[src/hdl/fcdma_pkg.sv]
`timescale 1ns / 1ps
package fcdma_pkg;

  localparam int ADDR_W = 27;

  typedef enum logic [1:0] {
    OP_WRITE   = 2'd0,
    OP_TRIGGER = 2'd1,
    OP_PIECE   = 2'd2,
    OP_NONE    = 2'd3
  } op_t;

  localparam logic [1:0] EV_NONE    = 2'd0;
  localparam logic [1:0] EV_SPECIAL = 2'd3;

  localparam logic [1:0] MODE_INC    = 2'd0;
  localparam logic [1:0] MODE_DEC    = 2'd1;
  localparam logic [1:0] MODE_FIXED  = 2'd2;
  localparam logic [1:0] MODE_RELOAD = 2'd3;

  localparam logic [14:0] FULL_COUNT = 15'd16384;
  localparam logic [14:0] FIFO_UNITS = 15'd4;

  typedef struct packed {
    logic [1:0]  operation;
    logic [1:0]  channel;
    logic [26:0] source_address;
    logic [26:0] dest_address;
    logic [13:0] unit_count;
    logic [15:0] control_word;
    logic        dest_is_io;
    logic [1:0]  trigger_event;
  } req_t;

  typedef struct packed {
    logic [26:0] copy_source;
    logic [26:0] copy_dest;
    logic        wide_unit;
    logic [1:0]  active_channel;
    logic [6:0]  piece_ticks;
    logic        irq_request;
    logic        enable_cleared;
    logic        last_of_piece;
  } rsp_t;

endpackage

[src/hdl/fcdma_queue.sv]
`timescale 1ns / 1ps
module fcdma_queue (
  input  logic              clk,
  input  logic              rst,
  input  logic              in_valid,
  output logic              in_stall,
  input  fcdma_pkg::req_t   in_data,
  output logic              out_valid,
  input  logic              out_take,
  output fcdma_pkg::req_t   out_data
);

  fcdma_pkg::req_t mem [2];
  logic            wr_ptr;
  logic            rd_ptr;
  logic [1:0]      fill;
  logic            push;
  logic            pop;

  assign in_stall  = (fill == 2'd2);
  assign out_valid = (fill != 2'd0);
  assign out_data  = mem[rd_ptr];
  assign push = in_valid && !in_stall;
  assign pop  = out_valid && out_take;

  always_ff @(posedge clk) begin
    if (rst) begin
      wr_ptr <= 1'b0;
      rd_ptr <= 1'b0;
      fill   <= 2'd0;
    end else begin
      if (push) begin
        wr_ptr <= !wr_ptr;
      end
      if (pop) begin
        rd_ptr <= !rd_ptr;
      end
      fill <= fill + {1'b0, push} - {1'b0, pop};
    end
  end

  always_ff @(posedge clk) begin
    if (push) begin
      mem[wr_ptr] <= in_data;
    end
  end

endmodule

[src/hdl/fcdma_engine.sv]
`timescale 1ns / 1ps
module fcdma_engine #(
  parameter int NUM_CHANNELS = 4,
  parameter int PIECE_LIMIT  = 32,
  parameter int ADDR_BITS    = 27
) (
  input  logic             clk,
  input  logic             rst,
  input  logic             req_valid,
  output logic             req_take,
  input  fcdma_pkg::req_t  req,
  output logic             rsp_valid,
  input  logic             rsp_stall,
  output fcdma_pkg::rsp_t  rsp
);

  localparam int CW = (NUM_CHANNELS > 1) ? $clog2(NUM_CHANNELS) : 1;
  localparam int PW = $clog2(PIECE_LIMIT + 1);
  localparam logic [ADDR_BITS-1:0] AMASK = '1;

  typedef enum logic {
    ST_IDLE,
    ST_COPY
  } state_t;

  logic [NUM_CHANNELS-1:0] running, armed, repeat_en, wide, reload_dest, irq_en;
  logic [1:0]              start_ev    [NUM_CHANNELS];
  logic [14:0]             remaining   [NUM_CHANNELS];
  logic [ADDR_BITS-1:0]    cur_src     [NUM_CHANNELS];
  logic [ADDR_BITS-1:0]    cur_dst     [NUM_CHANNELS];
  logic [3:0]              src_step    [NUM_CHANNELS];
  logic [3:0]              dst_step    [NUM_CHANNELS];
  logic [ADDR_BITS-1:0]    shadow_dst  [NUM_CHANNELS];
  logic [13:0]             shadow_cnt  [NUM_CHANNELS];

  state_t          state;
  logic [CW-1:0]   act;
  logic [PW-1:0]   left;
  logic [PW-1:0]   total;
  logic            done_fin;

  // Lowest running channel.
  logic          found;
  logic [CW-1:0] pick;
  always_comb begin
    found = 1'b0;
    pick  = '0;
    for (int i = NUM_CHANNELS - 1; i >= 0; i--) begin
      if (running[i]) begin
        found = 1'b1;
        pick  = CW'(i);
      end
    end
  end

  logic [1:0] op_code;
  assign op_code = req.operation;
  assign req_take = req_valid && (state == ST_IDLE) && !(rsp_valid && rsp_stall);

  logic [CW-1:0] wr_ch;
  assign wr_ch = CW'(req.channel);

  // Control word decode.
  logic [15:0] cw;
  logic [1:0]  start, dmode, smode;
  logic        rep_bit, fifo, wide_d, reload_d;
  logic [3:0]  ds, ss;
  logic [14:0] cnt_d;
  always_comb begin
    cw      = req.control_word;
    start   = cw[13:12];
    dmode   = cw[6:5];
    smode   = cw[8:7];
    rep_bit = cw[9] && (start != 2'd0);
    fifo    = req.dest_is_io && cw[9] && start == fcdma_pkg::EV_SPECIAL
              && (req.channel == 2'd1 || req.channel == 2'd2);
    wide_d   = fifo ? 1'b1 : cw[10];
    reload_d = !fifo && dmode == fcdma_pkg::MODE_RELOAD;
    cnt_d    = fifo ? fcdma_pkg::FIFO_UNITS :
               (req.unit_count == 14'd0 ? fcdma_pkg::FULL_COUNT : {1'b0, req.unit_count});
    unique case (dmode)
      fcdma_pkg::MODE_INC, fcdma_pkg::MODE_RELOAD: ds = wide_d ? 4'd4 : 4'd2;
      fcdma_pkg::MODE_DEC: ds = wide_d ? 4'hC : 4'hE;
      default: ds = 4'd0;
    endcase
    if (fifo) begin
      ds = 4'd0;
    end
    unique case (smode)
      fcdma_pkg::MODE_INC: ss = wide_d ? 4'd4 : 4'd2;
      fcdma_pkg::MODE_DEC: ss = wide_d ? 4'hC : 4'hE;
      default: ss = 4'd0;
    endcase
  end

  logic [14:0] rem_sel;
  logic [14:0] take_cnt;
  assign rem_sel  = remaining[pick];
  assign take_cnt = (rem_sel > 15'(PIECE_LIMIT)) ? 15'(PIECE_LIMIT) : rem_sel;

  always_ff @(posedge clk) begin
    if (rst) begin
      state     <= ST_IDLE;
      rsp_valid <= 1'b0;
      running   <= '0;
      armed     <= '0;
      repeat_en <= '0;
      wide      <= '0;
      reload_dest <= '0;
      irq_en    <= '0;
      act <= '0;
      left <= '0;
      total <= '0;
      done_fin <= 1'b0;
      for (int i = 0; i < NUM_CHANNELS; i++) begin
        start_ev[i]   <= '0;
        remaining[i]  <= '0;
        cur_src[i]    <= '0;
        cur_dst[i]    <= '0;
        src_step[i]   <= '0;
        dst_step[i]   <= '0;
        shadow_dst[i] <= '0;
        shadow_cnt[i] <= '0;
      end
    end else begin
      if (rsp_valid && !rsp_stall && state != ST_COPY) begin
        rsp_valid <= 1'b0;
      end
      unique case (state)
        ST_IDLE: begin
          if (req_take) begin
            unique case (op_code)
              fcdma_pkg::OP_WRITE: begin
                if (32'(req.channel) < NUM_CHANNELS) begin
                  shadow_dst[wr_ch] <= ADDR_BITS'(req.dest_address);
                  shadow_cnt[wr_ch] <= req.unit_count;
                  irq_en[wr_ch]     <= cw[14];
                  if (!cw[15]) begin
                    running[wr_ch] <= 1'b0;
                    armed[wr_ch]   <= 1'b0;
                  end else begin
                    cur_src[wr_ch]     <= ADDR_BITS'(req.source_address);
                    cur_dst[wr_ch]     <= ADDR_BITS'(req.dest_address);
                    repeat_en[wr_ch]   <= rep_bit;
                    running[wr_ch]     <= (start == fcdma_pkg::EV_NONE);
                    start_ev[wr_ch]    <= start;
                    reload_dest[wr_ch] <= reload_d;
                    remaining[wr_ch]   <= cnt_d;
                    wide[wr_ch]        <= wide_d;
                    dst_step[wr_ch]    <= ds;
                    src_step[wr_ch]    <= ss;
                    armed[wr_ch]       <= 1'b1;
                  end
                end
              end
              fcdma_pkg::OP_TRIGGER: begin
                if (req.trigger_event != fcdma_pkg::EV_NONE) begin
                  for (int i = 0; i < NUM_CHANNELS; i++) begin
                    if (armed[i] && !running[i] && start_ev[i] == req.trigger_event) begin
                      running[i] <= 1'b1;
                      if (req.trigger_event == fcdma_pkg::EV_SPECIAL) begin
                        remaining[i] <= fcdma_pkg::FIFO_UNITS;
                      end else begin
                        remaining[i] <= (shadow_cnt[i] == 14'd0) ? fcdma_pkg::FULL_COUNT
                                        : {1'b0, shadow_cnt[i]};
                        if (reload_dest[i]) begin
                          cur_dst[i] <= shadow_dst[i];
                        end
                      end
                    end
                  end
                end
              end
              fcdma_pkg::OP_PIECE: begin
                if (found) begin
                  if (rem_sel == 15'd0) begin
                    running[pick] <= 1'b0;
                  end else begin
                    remaining[pick] <= rem_sel - take_cnt;
                    act      <= pick;
                    left     <= PW'(take_cnt);
                    total    <= PW'(take_cnt);
                    done_fin <= (rem_sel == take_cnt);
                    state    <= ST_COPY;
                  end
                end
              end
              default: ;
            endcase
          end
        end
        ST_COPY: begin
          if (!(rsp_valid && rsp_stall)) begin
            rsp_valid <= 1'b1;
            rsp.copy_source    <= fcdma_pkg::ADDR_W'(cur_src[act]);
            rsp.copy_dest      <= fcdma_pkg::ADDR_W'(cur_dst[act]);
            rsp.wide_unit      <= wide[act];
            rsp.active_channel <= 2'(act);
            rsp.last_of_piece  <= (left == PW'(1));
            rsp.piece_ticks    <= (left == PW'(1)) ? 7'({total, 1'b0}) : 7'd0;
            rsp.irq_request    <= (left == PW'(1)) && done_fin && irq_en[act];
            rsp.enable_cleared <= (left == PW'(1)) && done_fin && !repeat_en[act];
            cur_src[act] <= (cur_src[act] + {{(ADDR_BITS-4){src_step[act][3]}}, src_step[act]})
                            & AMASK;
            cur_dst[act] <= (cur_dst[act] + {{(ADDR_BITS-4){dst_step[act][3]}}, dst_step[act]})
                            & AMASK;
            left <= left - PW'(1);
            if (left == PW'(1)) begin
              if (done_fin) begin
                running[act] <= 1'b0;
                if (!repeat_en[act]) begin
                  armed[act] <= 1'b0;
                end
              end
              state <= ST_IDLE;
            end
          end
        end
        default: state <= ST_IDLE;
      endcase
    end
  end

endmodule

[src/hdl/four_channel_dma_controller.sv]
`timescale 1ns / 1ps
// Control writes and trigger events are handled after the queue by the idle engine.
// A piece tick of n units gives n copy commands, one per cycle unless the output
// stalls; n is at most PIECE_LIMIT. The channel is picked in the idle state, and each
// command is registered in the copy state. A two-entry request queue lets new requests
// enter while the engine copies. Synchronous reset clears all channel state and the queue.
module four_channel_dma_controller #(
  parameter int NUM_CHANNELS = 4,
  parameter int PIECE_LIMIT  = 32,
  parameter int ADDR_BITS    = 27
) (
  input  logic             clk,
  input  logic             rst,
  input  logic             in_valid,
  output logic             in_stall,
  input  fcdma_pkg::req_t  in_data,
  output logic             out_valid,
  input  logic             out_stall,
  output fcdma_pkg::rsp_t  out_data
);

  logic            q_valid;
  logic            q_take;
  fcdma_pkg::req_t q_data;

  fcdma_queue u_queue (
    .clk(clk), .rst(rst),
    .in_valid(in_valid), .in_stall(in_stall), .in_data(in_data),
    .out_valid(q_valid), .out_take(q_take), .out_data(q_data)
  );

  fcdma_engine #(
    .NUM_CHANNELS(NUM_CHANNELS), .PIECE_LIMIT(PIECE_LIMIT), .ADDR_BITS(ADDR_BITS)
  ) u_engine (
    .clk(clk), .rst(rst),
    .req_valid(q_valid), .req_take(q_take), .req(q_data),
    .rsp_valid(out_valid), .rsp_stall(out_stall), .rsp(out_data)
  );

`ifndef NO_ASSERTIONS
  a_stall_hold: assert property (@(posedge clk) disable iff (rst)
    out_valid && out_stall |=> out_valid && $stable(out_data))
    else $error("result changed under stall");
  a_quiet_mid: assert property (@(posedge clk) disable iff (rst)
    out_valid && !out_data.last_of_piece |-> out_data.piece_ticks == 7'd0)
    else $error("ticks on non-last command");
  a_no_take: assert property (@(posedge clk) disable iff (rst)
    q_take |-> q_valid)
    else $error("queue popped while empty");
`endif

endmodule
[config.mk]
export PLATFORM = sky130hd
export DESIGN_NAME = four_channel_dma_controller
export DESIGN_NICKNAME = d
export VERILOG_FILES = /design/src/hdl/fcdma_pkg.sv /design/src/hdl/fcdma_queue.sv /design/src/hdl/fcdma_engine.sv /design/src/hdl/four_channel_dma_controller.sv
export SDC_FILE = /design/constraint.sdc
export NUM_CORES = 1
export LEC_CHECK = 0
export ABC_AREA = 1
export BUFFER_PORTS_ARGS = -buffer_cell sky130_fd_sc_hd__buf_2
export CAP_MARGIN = 20
export CORE_MARGIN = 10
export CORE_UTILIZATION = 40
export CTS_CLUSTER_DIAMETER = 40
export CTS_CLUSTER_SIZE = 30
export DETAILED_ROUTE_END_ITERATION = 10
export GPL_ROUTABILITY_DRIVEN = 1
export SYNTH_ARGS = -nofsm -noshare
export SYNTH_HDL_FRONTEND = slang
export SYNTH_SLANG_ARGS = --single-unit
[constraint.sdc]
create_clock -name clk -period 10.8 [get_ports clk]
set_clock_uncertainty 0.05 [all_clocks]
set_input_delay 1.62 -clock clk [delete_from_list [all_inputs] [get_ports clk]]
set_output_delay 1.62 -clock clk [all_outputs]
set_load 0.05 [all_outputs]
==> results of run 1 <==
==> cells by family (layout without fill, tap and decap cells) <==
kind of cell    count (synthesis)  count (layout)  share of synthesized area, %
compound gates                609             609                          10.3
xor+xnor                       43              43                          1.07
fa+ha+maj                      67              67                          2.43
buf+inv                       402             662                          4.71
flops                         756             756                          63.3
mux                            47              47                          1.34
other cells                     2               2                        0.0214
simple gates                 1382            1382                          16.8
==> cell type report <==
cell class	instances	area [um2]	share of cell area, %
multi-input combinational	2150	11300	27.7
clock inverter	75	855	2.10
timing repair buffer	202	1150	2.83
tap	1155	1450	3.55
sequential	756	22200	54.6
inverter	264	997	2.45
clock buffer	121	2760	6.78
==> path summary, 6_finish.rpt <==
kind	end	depth (start not counted)
min	register	1
max reg2reg	u_engine.cur_dst[0][19]$_DFFE_PP_	14
max	u_engine.cur_dst[0][19]$_DFFE_PP_	14
min reg2reg	register	1
==> sequential cells by signal, indices dropped and copies added, names as in the netlist, 2 cells and up, named ones only <==
name and cells:
u_queue.fill 2, u_engine.start_ev 8, u_engine.src_step 12, u_engine.total 6, u_engine.remaining 60, u_engine.cur_dst 108, u_engine.irq_en 4, u_engine.shadow_cnt 56
u_engine.repeat_en 4, u_engine.rsp 66, u_engine.running 4, u_engine.cur_src 108, u_engine.shadow_dst 108, u_queue.mem 170, u_engine.wide 4, u_engine.reload_dest 4
u_engine.dst_step 12, u_engine.left 6, u_engine.act 2
==> per-stage QoR <==
stage                     worst slack (ps)  instances  hold slack [ps]  utilization (%)
after detailed placement              4210       4525              387             42.7
final                                 4740       4723              395             46.9
after global routing                  4340       4723              428             46.9
after global placement                4310       4525              368             42.7
after CTS                             4660       4721              398             46.8
after floorplan                       4730       3308              372                -
==> metal layers <==
layer	vias to the layer above	GRT usage [%]	part of all wire, %
met5	-	0	0.022
met4	4	6.23	2.5
met3	168	3.01	7.6
met2	987	31.8	46
met1	12234	27.3	43
li1	12037	-	-
==> layout by cell type, fill, tap and decap left out, drive strengths merged, types with 47 or more instances in the layout <==
cell type and count:
nor2 536, o21ai 299, nand3 194, mux2i 47, edfxtp 708, nand2 541, ha 65, clkbuf 121
buf 202, inv 275, dfxtp 48, o22ai 65, a21oi 112
==> worst max-delay path: cells and delay by family (launching register included) <==
family          cells  cell delay, ps
flops               1             800
buf+inv             5            1940
compound gates      1             840
simple gates        8            1990
==> power groups by stage <==
stage	Sequential, W	Clock [W]	Combinational, W
2_1_floorplan	0.00371	0	0.00163
4_1_cts	0.00366	0.00354	0.00235
3_5_place_dp	0.00371	0	0.00234
3_3_place_gp	0.00371	0	0.00232
5_1_grt	0.00368	0.00367	0.00261
6_report	0.00366	0.00350	0.00237
==> results.txt, run 1 <==
The run finished with clean final reports. The slew at the pin closest to its max-slew limit came out at 1100 ps. The worst relative slew slack came out at 25.7%. The worst hold path class is register to register. In this run, synthesis produced a sequential element count of 756. The overall via count from detail_route came out at 25.4k.

The share of total power dissipated in sequential elements is 38.4%. The switching share of total power came out at 33.8%. For this run, the number of Yosys warnings is 0.

The area after detailed placement came out at 37100 um2. For this configuration, the core starts out at a cell density of 40.4%. The internal reg-to-reg setup slack is 4740 ps.

Before antenna repair, the detailed router went through 5 iterations. The number of antenna diodes in the final layout is 0. After technology mapping, the gate count stands at 3308. The netlist uses 65 different library cells. Entering global routing, the biggest net connects 81 pins.

The sort of element at the start of the critical path is a register. The share of cells above drive strength 1 came out at 13.8%. Once the clock tree was built, the setup fixing pass inserted 0 buffers. The combinational power share is 24.9%.

The clock share of power came out at 36.7%. The full die area is 100000 um2. Summed over all instances, the cell type with the most area after synthesis is sky130_fd_sc_hd__edfxtp_1. The wire length of the first global-routing pass came out at 151000 um. The highest achievable clock rate came out at 165 MHz. Along the worst path, the maximum fanout reaches 60. The reported leakage power is 15.7 nW. The critical path in this run is classified as register to register. 164 I/O pins were placed.

The number of endpoints failing setup at the final stage came out at 0. The register clock-pin slew on the reported worst setup and hold paths came out at 50 ps. Ranked by instance count, the synthesized netlist is headed by sky130_fd_sc_hd__edfxtp_1, sky130_fd_sc_hd__nand2_1, sky130_fd_sc_hd__nor2_1. The root buffer cell chosen for the clock tree is sky130_fd_sc_hd__clkbuf_16. The sequential area share after synthesis came out at 63.3%. The maximum ir drop on the vdd rail is 178 uV. The hold path startpoint is u_queue.rd_ptr$_SDFFE_PP0P_. By instance count, the leading cell after synthesis is sky130_fd_sc_hd__edfxtp_1. The area of the core is 86900 um2. STA classifies the critical path endpoint as a register. The number of nets at the end of the flow is 3641. The via count of the first global-routing pass is 24.4k. The time the worst path needs with I/O delays and setup is 6060 ps.

STA puts the critical path data required time at 11020 ps. The number of antenna violations at the first check in global routing is 4. The switching power summed over all nets came out at 0.00322 W. The signal arrival time at the worst endpoint is 6280 ps. Routability-driven placement finished with a final weighted congestion of 0.930. The total overflow left after global routing is 0.

By area the synthesized netlist is led by sky130_fd_sc_hd__edfxtp_1, sky130_fd_sc_hd__nand2_1, sky130_fd_sc_hd__nor2_1. The max capacitance violation total is 0. The total standard cell area after synthesis came out at 35100 um2. The post-detailed-route wirelength per cell came out at 21.4 um. The top-area cell type share of the netlist area came out at 60.6%. The number of endpoints with negative hold slack in the final report is 0.

The number of hold buffers added after CTS came out at 0. The power after layout is 0.00952 W. The share of flip-flops with an asynchronous set or reset is 0%. The number of input and output port buffers inserted came out at 156.

The cell with the biggest individual delay on the critical path is sky130_fd_sc_hd__a31o_2. The detailed router finished its first iteration with 2397 violations. TritonCTS built the clock tree.

The most used flip-flop cell after synthesis is sky130_fd_sc_hd__edfxtp_1. The source-to-sink clock delay at the later pin of the worst-skew pair is 680 ps. The number of pins exceeding their max-slew limit in the final report is 0. The clock tree synthesis step divided the H-tree into 3 levels. The power per unit of standard cell area came out at 234 nW/um2. The post-synthesis average cell area came out at 10.6 um2. The final instance area came out at 40700 um2. Measured along the y axis, the die boundary spans 316 um. The number of flops mapped to enable cells by yosys is 708. Setup total negative slack on the finished layout was measured at 0 ps. Summed over all layers, the routed wires come to 101000 um. Walking the worst path, the cells encountered are buf_4, nand2_1, nand2_1, inv_1, nor2_1, nand2_4, inv_2, nor2_1, nor2_2, inv_2, nor2_4, inv_2, nand2_1, a31o_2. The buffer levels on the longest clock path came out at 3. The final-layout fill cell count came out at 7982. The number of gates resized after CTS was 0.

Setup repair after global routing left no endpoint under its margin. The largest stage delay on the critical path came out at 840 ps. The CTS buffer count is 105. Global routing consumed, over all layers together, 19.7% of the routing resources.

The standard-cell row count came out at 108. The estimated wirelength of the detail-placed design came out at 65700 um. The detail route stage leaves a number of antenna-violating nets equal to 0. The clock net in this run drives a total of 756 sinks. From left edge to right edge, the die measures 316 um. The area growth from synthesis to layout came out at 16.0%.

The number of nets in the synthesized netlist came out at 3470. The share of the clock period used by the worst path after layout is 56.1%. The internal portion of the total power is 0.00630 W. Using the TritonRoute via totals, the vias-per-cell ratio works out to 5.38. The number of DRC violations after detailed routing came out at 0.
No activity file was read; power rests on OpenSTA's default activity.
==> run 2, diff against run 1 <==
clock period = 5.55 ns   (was 10.8 ns; I/O delays follow)
==> results.txt, run 2 (synthesis results as in run 1) <==
Result of the run: completed (unchanged). The cell with the biggest individual delay on the critical path is sky130_fd_sc_hd__o21ai_0 (was sky130_fd_sc_hd__a31o_2). The maximum number of pins on one net before global-route repair is 121 (was 81). The full die area was 100000 um2 (unchanged). The via count of the first global-routing pass is 25.1k (was 24.4k). The number of endpoints with negative hold slack in the final report came out at 0 (unchanged). The CTS H-tree depth is 3 (unchanged). The die outline height came out at 316 um (unchanged).

The maximum ir drop on the vdd rail came to 291 uV (was 178 uV). The number of flip-flops in the largest register is 170 (unchanged). The source-to-sink clock delay at the later pin of the worst-skew pair came out at 680 ps (about the same). The top-level I/O count is 164 (unchanged).

The worst relative slew slack came out at 32.0% (was 25.7%). The worst-path maximum fanout came out at 67 (was 60). The fraction of the core area covered by cells at the end of the flow is 47.5% (was 46.9%). The total routed wirelength is 102000 um (was 101000 um). The CTS root buffer is sky130_fd_sc_hd__clkbuf_16 (unchanged).

The number of endpoints failing setup at the final stage was 0 (unchanged). The share of cells above drive strength 1 was 15.2% (was 13.8%). The internal reg-to-reg setup slack came to 900 ps (was 4740 ps). The detailed-route vias per instance came to 5.39 (was 5.38). The number of hold buffers added after CTS was 0 (unchanged).

The horizontal die dimension was 316 um (unchanged). The quantity of gates resized following cts is 0 (unchanged). The count of cells along the worst register-to-register path is 15 (was 14). The TritonCTS clock tree was yes (unchanged). The largest stage delay on the critical path is 480 ps (was 840 ps). The buffer levels on the longest clock path came to 3 (unchanged). The number of iterations in the first detailed-routing pass came to 5 (unchanged).

The post-CTS setup buffer count was 0 (unchanged). The sort of element at the start of the critical path is a register (unchanged). The register with the highest flop count is u_queue.mem (unchanged). The diode insertion count for antenna repair was 0 (unchanged). The post-detailed-route wirelength per cell is 21.5 um (was 21.4 um). The reported leakage power came out at 16.0 nW (was 15.7 nW). The number of nets at the end of the flow is 3674 (was 3641).

The endpoint class of the critical path was a register (unchanged). The area of the core came out at 86900 um2 (unchanged). The number of clock sinks seen by CTS came out at 756 (unchanged).

The worst endpoint required time came to 5900 ps (was 11020 ps). The final setup TNS came out at 0 ps (unchanged). The estimated wirelength of the detail-placed design is 67400 um (was 65700 um). The signal arrival time at the worst endpoint is 4990 ps (was 6280 ps). The time the worst path needs with I/O delays and setup came to 4650 ps (was 6060 ps). The number of pins exceeding their max-slew limit in the final report is 0 (unchanged). The number of design-rule violations left by the first detailed-router iteration came out at 2566 (was 2397). The hold path startpoint is in_data[61] (was u_queue.rd_ptr$_SDFFE_PP0P_). The share of the clock period used by the worst path after layout came to 83.7% (was 56.1%). The number of input and output port buffers inserted came out at 156 (unchanged). The most numerous cell type found on the critical path is sky130_fd_sc_hd__o21ai_0. The type of the worst setup path is register to register (unchanged). The starting utilization of the core area is 40.4% (unchanged). The antenna violation net count after detailed routing is 0 (unchanged).

The wire length of the first global-routing pass is 153000 um (was 151000 um). The capturing point of the worst reg2reg path is u_engine.cur_dst[1][20]$_DFFE_PP_ (was u_engine.cur_dst[0][19]$_DFFE_PP_). The overall fraction of global-route tracks in use came out at 20.1% (was 19.7%). The number of antenna violations at the first check in global routing came out at 3 (was 4).

The CTS buffer count is 111 (was 105). The worst hold path class is input port to register (was register to register). The max capacitance violation total is 0 (unchanged). The final-layout fill cell count came to 7905 (was 7982). The global-route congestion overflow total came to 0 (unchanged).

The highest achievable clock rate is 215 MHz (was 165 MHz). CP cell instances: clkinv_2, buf_12, buf_4, o21ai_0, o22ai_1, ha_1, nand2_1, o21ai_0, a21boi_0, o21ai_0, a21oi_1, xor2_1, nand2_1, nand2_1, o21ai_0 (was buf_4, nand2_1, nand2_1, inv_1, nor2_1, nand2_4, inv_2, nor2_1, nor2_2, inv_2, nor2_4, inv_2, nand2_1, a31o_2). The most frequent standard cell in the layout excluding fill and tap cells is sky130_fd_sc_hd__edfxtp_1 (unchanged). The last element of the critical path was u_engine.cur_dst[1][20]$_DFFE_PP_ (was u_engine.cur_dst[0][19]$_DFFE_PP_). The overall via count from detail_route is 25.7k (was 25.4k). Setup repair after global routing missed its margin: false (unchanged). The number of DRC violations after detailed routing came to 0 (unchanged). The weighted congestion reported at the end of routability-driven placement came out at 0.920 (was 0.930).

The register clock-pin slew on the reported worst setup and hold paths was 60 ps (was 50 ps). The standard-cell row count came out at 108 (unchanged). The power per unit of standard cell area came out at 462 nW/um2 (was 234 nW/um2). Commonest cells after routing, fill and taps aside: sky130_fd_sc_hd__edfxtp_1, sky130_fd_sc_hd__nand2_1, sky130_fd_sc_hd__nor2_1, sky130_fd_sc_hd__o21ai_0, sky130_fd_sc_hd__inv_1 (unchanged). The area growth from synthesis to layout came out at 17.6% (was 16.0%). The slew at the pin closest to its max-slew limit is 1020 ps (was 1100 ps).
==> run 2: how the worst min path moves through the flow <==
stage                                   end  slack, ps  cells past startpoint
2_1_floorplan    u_queue.fill[1]$_SDFF_PP0_        370                      1
3_3_place_gp    u_queue.rd_ptr$_SDFFE_PP0P_        390                      1
3_5_place_dp    u_queue.rd_ptr$_SDFFE_PP0P_        400                      1
4_1_cts        u_queue.mem[0][61]$_DFFE_PP_        240                      1
5_1_grt        u_queue.mem[0][61]$_DFFE_PP_        250                      1
6_report       u_queue.mem[0][61]$_DFFE_PP_        290                      1
==> run 2: layout make-up <==
cell class / instances / area [um2] / area share (%)
sequential: 756 / 22200 / 53.8
inverter: 264 / 997 / 2.42
clock inverter: 92 / 1070 / 2.59
tap: 1155 / 1450 / 3.50
multi-input combinational: 2150 / 11300 / 27.3
clock buffer: 120 / 2860 / 6.94
timing repair buffer: 229 / 1390 / 3.37
==> run 2: worst max-delay path, delay by kind of cell, from the launching register on <==
family	cells	cell delay (ps)
DFF	1	350
buffers and inverters	3	1040
xor gates and xnor gates	1	220
AOI/OAI and AO/OA	7	2030
adders and majority gates	1	310
and+or+nand+nor	3	320
==> run 2: through the flow <==
step	instances	hold WS, ps	setup slack, ps	instance area [um2]	total power, W
global route	4766	248	614	41300	0.0200
global placement	4554	386	1100	37400	0.0118
floorplan	3308	372	431	35100	0.0104
finish	4766	287	902	41300	0.0191
CTS	4766	243	994	41300	0.0191
detailed placement	4554	398	996	37400	0.0118
==> run 2: report_power, final <==
part / switching (W) / internal [W] / total (W)
Sequential: 0.000164 / 0.00686 / 0.00702
Combinational: 0.00351 / 0.00125 / 0.00476
Clock: 0.00286 / 0.00442 / 0.00728
Total: 0.00654 / 0.0125 / 0.0191
==> run 2: layer usage <==
layer / part of all wire (%) / global-route usage, % / wire, um
met1: 42 / 26.9 / 43300
met2: 47 / 32.7 / 48000
met3: 7.8 / 3.78 / 7990
met4: 2.9 / 6.73 / 2950
met5: 0 / 0 / 0
